**config.mk**
```make
export PLATFORM = sky130hd
export DESIGN_NAME = ohs_ctrl
export DESIGN_NICKNAME = d
export VERILOG_FILES = /design/src/ohs_pkg.sv /design/src/ohs_ctrl.sv
export SDC_FILE = /design/constraint.sdc
export NUM_CORES = 1
export LEC_CHECK = 0
export BUFFER_PORTS_ARGS = -buffer_cell sky130_fd_sc_hd__buf_4
export CAP_MARGIN = 20
export CORE_AREA = 2 2 39 41
export DETAILED_ROUTE_END_ITERATION = 16
export DIE_AREA = 0 0 41 43
export PLACE_DENSITY = 0.5
export SLEW_MARGIN = 15
export SYNTH_ARGS = -nofsm -noshare
export SYNTH_HDL_FRONTEND = slang
export SYNTH_SLANG_ARGS = --single-unit
```
**constraint.sdc**
```tcl
create_clock -name clk -period 2.1 [get_ports clk]
set_input_delay 0.21 -clock clk [delete_from_list [all_inputs] [get_ports clk]]
set_output_delay 0.21 -clock clk [all_outputs]
set_load 0.005 [all_outputs]
```
**src/ohs_pkg.sv**
```systemverilog
// ----------------------------------------------------------------------------
// ohs_pkg
// Shared types and constants for the open-addressing hash set.
// ----------------------------------------------------------------------------
package ohs_pkg;

    localparam int KEY_W   = 64;
    localparam int OP_W    = 2;
    localparam int COUNT_W = 11;
    localparam int IN_W    = 72;   // op + key, padded to bytes
    localparam int OUT_W   = 16;   // status + found + count, padded to bytes

    localparam logic [KEY_W-1:0] HASH_MUL  = 64'd73;
    localparam int               HASH_STEP = 5009;

    // slot values with a special meaning
    localparam logic [KEY_W-1:0] SLOT_EMPTY = 64'd0;
    localparam logic [KEY_W-1:0] SLOT_TOMB  = 64'd1;

    typedef enum logic [1:0] {
        OP_ADD      = 2'd0,
        OP_REMOVE   = 2'd1,
        OP_CONTAINS = 2'd2,
        OP_CLEAR    = 2'd3
    } op_t;

    typedef enum logic [2:0] {
        RES_DONE      = 3'd0,
        RES_PRESENT   = 3'd1,
        RES_NOT_FOUND = 3'd2,
        RES_RESERVED  = 3'd3,
        RES_FULL      = 3'd4
    } res_t;

    typedef enum logic [2:0] {
        S_INIT,
        S_IDLE,
        S_DISPATCH,
        S_CLEAR,
        S_HASH,
        S_PROBE,
        S_RESULT
    } state_t;

    typedef struct packed {
        logic load;         // take the input item
        logic clr_step;     // zero one slot of the sweep
        logic probe_start;  // load home slot, restart probe
        logic probe_step;   // issue one read, check the previous one
        logic finish;       // commit result and load output register
    } ctrl_cmd_t;

    typedef struct packed {
        logic clr_last;
        logic hash_done;
        logic probe_done;
        logic op_clear;
        logic reserved;
        logic out_free;
    } ctrl_sts_t;

endpackage

```
**src/ohs_ctrl.sv**
```systemverilog
// ----------------------------------------------------------------------------
// ohs_ctrl
// Request sequencer: clearing sweep, hashing, probing and result commit.
// ----------------------------------------------------------------------------
module ohs_ctrl (
    input  logic               clk,
    input  logic               rst_n,
    input  logic               in_valid,
    output logic               in_ready,
    output ohs_pkg::ctrl_cmd_t cmd,
    input  ohs_pkg::ctrl_sts_t sts
);

    ohs_pkg::state_t state_reg;
    ohs_pkg::state_t state_next;

    always_ff @(posedge clk or negedge rst_n)
    begin
        if (!rst_n)
        begin
            state_reg <= ohs_pkg::S_INIT;
        end
        else
        begin
            state_reg <= state_next;
        end
    end

    always_comb
    begin
        state_next = state_reg;
        cmd        = '0;
        in_ready   = 1'b0;
        case (state_reg)
            ohs_pkg::S_INIT:
            begin
                cmd.clr_step = 1'b1;
                if (sts.clr_last)
                begin
                    state_next = ohs_pkg::S_IDLE;
                end
            end
            ohs_pkg::S_IDLE:
            begin
                in_ready = 1'b1;
                if (in_valid)
                begin
                    cmd.load   = 1'b1;
                    state_next = ohs_pkg::S_DISPATCH;
                end
            end
            ohs_pkg::S_DISPATCH:
            begin
                if (sts.op_clear)
                begin
                    state_next = ohs_pkg::S_CLEAR;
                end
                else if (sts.reserved)
                begin
                    state_next = ohs_pkg::S_RESULT;
                end
                else
                begin
                    state_next = ohs_pkg::S_HASH;
                end
            end
            ohs_pkg::S_CLEAR:
            begin
                cmd.clr_step = 1'b1;
                if (sts.clr_last)
                begin
                    state_next = ohs_pkg::S_RESULT;
                end
            end
            ohs_pkg::S_HASH:
            begin
                if (sts.hash_done)
                begin
                    cmd.probe_start = 1'b1;
                    state_next      = ohs_pkg::S_PROBE;
                end
            end
            ohs_pkg::S_PROBE:
            begin
                if (sts.probe_done)
                begin
                    state_next = ohs_pkg::S_RESULT;
                end
                else
                begin
                    cmd.probe_step = 1'b1;
                end
            end
            ohs_pkg::S_RESULT:
            begin
                if (sts.out_free)
                begin
                    cmd.finish = 1'b1;
                    state_next = ohs_pkg::S_IDLE;
                end
            end
            default:
            begin
                state_next = ohs_pkg::S_IDLE;
            end
        endcase
    end

endmodule

```
# Word-level counts from Yosys, hierarchy flattened
# Index checks and enable logic that the tools add are counted.
[op_classes]
bitwise = 0
order_cmp = 0
n_mul = 0
shift = 0
n_reduce_logical = 3
div_mod_pow = 0
addsub = 0
mux = 19
eq_ne = 12
[op_table]
columns = ["cell", "count"]
rows = [
  ["3-bit two-way mux", 7],
  ["3-bit case mux with 7 select lines", 1],
  ["2-bit != test (second input constant)", 6],
  ["1-bit two-way mux", 10],
  ["3-bit == test (second input constant)", 3],
  ["3-bit by 2-bit == test with 1-bit output (second input constant)", 2],
  ["6-bit AND reduction", 1],
  ["3-bit by 1-bit == test with 1-bit output (second input constant)", 1],
  ["3-bit zero test", 1],
  ["2-bit two-way mux", 1],
  ["2-bit OR reduction", 1],
]
[totals]
mem_count = 0
latchBits = 0
ramBits = 0
rom_bits = 0
output_inout_bits = 6
register_bits = 3

# Longest topological paths before layout
[logic_depth]
ltp_word = 3
mapped_depth = 4
ltp_nobuf = 3

# Worst setup path after synthesis
# No wires, ideal clock.
[synth_timing]
path_type = "register to register"
start = "reg state_reg[2]"
end = "reg state_reg[1]"
period_less_slack_ps = 1156
t_required_ps = 1969
setup_slack_ps = 944
path_stages_with_launch = 5
arrival_ps = 1024
n_path_buf = 1
path_cell_list = "dfrtp_1 -> buf_6 -> a2111o_1 -> o21ai_0 -> a21oi_1"
[synth_via]
elab_chain_len = 3
elab_cells_between_ends = 15
cone_classes = "eq/ne (12); mux (1); reduce/logical (2)"
[synth_lines]
columns = ["element", "line", "text"]
rows = [
  ["from (decl)", "ohs_ctrl.sv:14", "ohs_pkg::state_t state_reg;"],
  ["from (signal assigned)", "ohs_ctrl.sv:21", "state_reg <= ohs_pkg::S_INIT;"],
  ["from (signal assigned)", "ohs_ctrl.sv:25", "state_reg <= state_next;"],
  ["3-bit by 2-bit == test with 1-bit output (tied with other cells)", "ohs_ctrl.sv:34", "case (state_reg)"],
  ["2-bit != test (no line)", "--", ""],
  ["6-bit AND reduction (no line)", "--", ""],
]
# Several ways; a longest one is shown, not always the timed one.
# A chain may end at the register's enable or synchronous reset.

==> flow_summary_export.csv <==
group,metric,value,unit
run_status,outcome,"finished, final reports clean",
synthesis,ys_seq_area_share,24.1,%
clock_tree,root_buffer,"clkbuf_4",
sta,setup_tns,0,ns
routing,routedWlPerCell,9.85,microns
placed_design,dpl-instance-area,409,sq um
routing,via_per_inst,4.64,
hold_path,holdCritPathClass,"input pin to async pin",
power_and_ir_drop,cellLeakagePower,0.202,nW
sta,fmax,0.631,GHz
power_and_ir_drop,p_per_area,1290,nW/um^2
floorplan,std_cell_rows,14,
finish,layout-drive-gt1-share,48.0,%
clock_tree,cts_tree,"done",
floorplan,die_area,1760,sq um
global_route,grt.total_usage,9.24,%
finish,syn_to_final_growth,43.0,%
clock_tree,numClockSinks,3,
global_route,grt_pass1_wl,1070,microns
critical_path,cp-end-kind,"output pin",
clock_tree,clkSlewWorstSetupHoldPaths,0.04,ns
clock_tree,cts-resized-gates,0,
synthesis,synthDistinctLibCells,22,
synthesis,ys_ff_latch,3,
critical_path,worstSetupPathDepth,3,
placed_design,dp_slack,0.768,ns
finish,design_area,445,sq um
finish,layout.nets,60,
critical_path,crit_family,"flip-flops",
critical_path,worstRegToRegCells,3,
sta,setup_viol,0,
finish,fin_cells,66,
critical_path,crit_required,1.89,ns
routing,drtAntennaViolNets,0,
sta,relSlewSlack,73.1,%
synthesis,syn-num-nets,43,
synthesis,yosys.area.top_type,"dfrtp_1",
sta,slew_violations,0,
finish,fill_cells,155,
run,drv_cap,0,
synthesis,synth_area,312,sq um
power_and_ir_drop,total_power,0.574,mW
routing,dr_total_vias,306,
critical_path,crit_arrival,1.37,ns
floorplan,num_io_pins,15,
critical_path,worstSetupPathType,"flip-flop to output pin",
synthesis,yosysWarnings,0,
clock_tree,ctsHtreeMaxLevel,1,
clock_tree,clk_latency,0.24,ns
placed_design,place_congestion,0.736,
global_route,overflow,0,
critical_path,cp_num_buf_inv,1,
floorplan,fp.coreArea,1380,sq um
synthesis,synthTopCellsByArea,"dfrtp_1 24%, and4bb_2 8.0%, buf_6 7.2%",
placed_design,dpl.cell_count,61,
critical_path,r2r-start,"state_reg[0]",
sta,setup_slack,0.515,ns
sta,timing.final.crit_share,75.5,%
routing,wirelength,650,microns
clock_tree,clock_path_buffers,2,
routing,drtIter0Drc,8,
placed_design,numPortBuffers,14,
global_route,grt_max_degree,15,
finish,antennaDiodeCount,0,
global_route,antenna_found_initial,0,
sta,clock_skew,0.00669,ns
floorplan,die_h,43,microns
critical_path,path_cells,"nor3b_1 > and2_1 > buf_4",
placed_design,dp.final_hpwl,491,microns
critical_path,reg2reg_to,"state_reg[1]",
critical_path,startpoint_type,"flip-flop",
global_route,grt_pass1_vias,249,
clock_tree,numCtsBuffers,3,
synthesis,postSynthCellCount,34,
floorplan,dieWidth,41,microns
power_and_ir_drop,ir_drop,0.423,mV
sta,fin_crit,1.58,ns
critical_path,worst_path_max_delay_cell,"dfrtp_1",
critical_path,critPathMaxFanout,14,
finish,largest_register_ff_count,3,
sta,tightest_slew,0.403,ns
clock_tree,ctsHoldBuffers,1,
routing,first_pass_iters,4,
synthesis,postSynthAreaPerCell,9.16,sq um
sta,rsz0062_at_grt,"no",
critical_path,rrSetupSlack,0.81,ns
critical_path,slowest_delay,0.58,ns
clock_tree,postCtsSetupRepairBufs,0,
routing,drc,0,
synthesis,netlist.area_leader.share,24.1,%
floorplan,start_util,22.5,%
sta,finalHoldViolations,0,
-- worst max path at each step --
| stage | start | endpoint |
|---|---|---|
| 2_1_floorplan | state_reg[2] | state_reg[1] |
| 3_3_place_gp | state_reg[0] | cmd[4] |
| 3_5_place_dp | state_reg[0] | cmd[4] |
| 4_1_cts | state_reg[0] | cmd[4] |
| 5_1_grt | state_reg[0] | cmd[4] |
| 6_report | state_reg[0] | cmd[4] |
-- cell families after synthesis --
kind of cell	synth area share, %
AOI/OAI and AO/OA	31.7
and+or+nand+nor	23.3
buffers and inverters	11.2
DFF	24.1
muxes	6.83
xor gates and xnor gates	2.81
-- power breakdown --
group / leakage, nW / internal (mW) / switching (mW)
registers: 0.0352 / 0.0874 / 0.0872
clock network: 0.0150 / 0.0714 / 0.0330
logic: 0.152 / 0.184 / 0.112
-- routing by layer --
| layer | vias up | global-route usage [%] | part of all wire [%] |
|---|---|---|---|
| li1 | 162 | - | - |
| met1 | 124 | 14.1 | 48 |
| met2 | 18 | 9.38 | 38 |
| met3 | 2 | 1.57 | 10 |
| met4 | 0 | 10.0 | 3.2 |
| met5 | - | 0 | 0 |
-- cell usage in the layout, fill, tap and decap left out --
cell type      instances
buf_4                 14
nor2_1                 4
a21oi_1                3
clkbuf_4               3
dfrtp_1                3
nor3b_1                2
and4bb_2               2
inv_1                  2
o21ai_0                2
nand2_1                1
and3_2                 1
and2_1                 1
xor2_1                 1
mux2i_1                1
a2bb2oi_1              1
o21a_1                 1
o221a_2                1
a211oi_2               1
a2bb2oi_2              1
a2111o_1               1
mux2_2                 1
o31ai_1                1
clkbuf_1               1
dlygate4sd3_1          1
-- worst reg2reg max path, cell delays in order (launching register included) --
cell	delay (ns)
dfrtp_1	0.51
and4bb_2	0.31
a211oi_2	0.24
a21oi_1	0.09
-- stage by stage --
| step | util [%] | hold slack [ns] |
|---|---|---|
| final | 32.2 | 0.294 |
| after global routing | 32.2 | 0.297 |
| after CTS | 32.2 | 0.282 |
| after detailed placement | 29.6 | -0.000408 |
| after global placement | 29.6 | 0.000625 |
| after floorplan | - | -0.0856 |
-- synth_stat cells --
master     number
xor2_1          1
o21ai_0         2
nor2_1          4
and4bb_2        2
a2bb2oi_2       1
o21a_1          1
o31ai_1         1
a211oi_2        1
a21oi_1         3
nor3b_1         2
a2111o_1        1
and2_1          1
a2bb2oi_1       1
inv_1           2
buf_2           1
buf_6           2
nand2_1         1
mux2i_1         1
dfrtp_1         3
mux2_2          1
o221a_2         1
and3_2          1
-- area by class of cell --
| cell class | count | area, sq um | share of cell area [%] |
|---|---|---|---|
| timing repair buffer | 15 | 115 | 25.8 |
| inverter | 2 | 7.51 | 1.69 |
| tap | 16 | 20.0 | 4.49 |
| clock buffer | 4 | 26.3 | 5.90 |
| multi-input combinational | 26 | 201 | 45.2 |
| sequential | 3 | 75.1 | 16.9 |
Note: power is estimated with default switching activity, not from simulation.
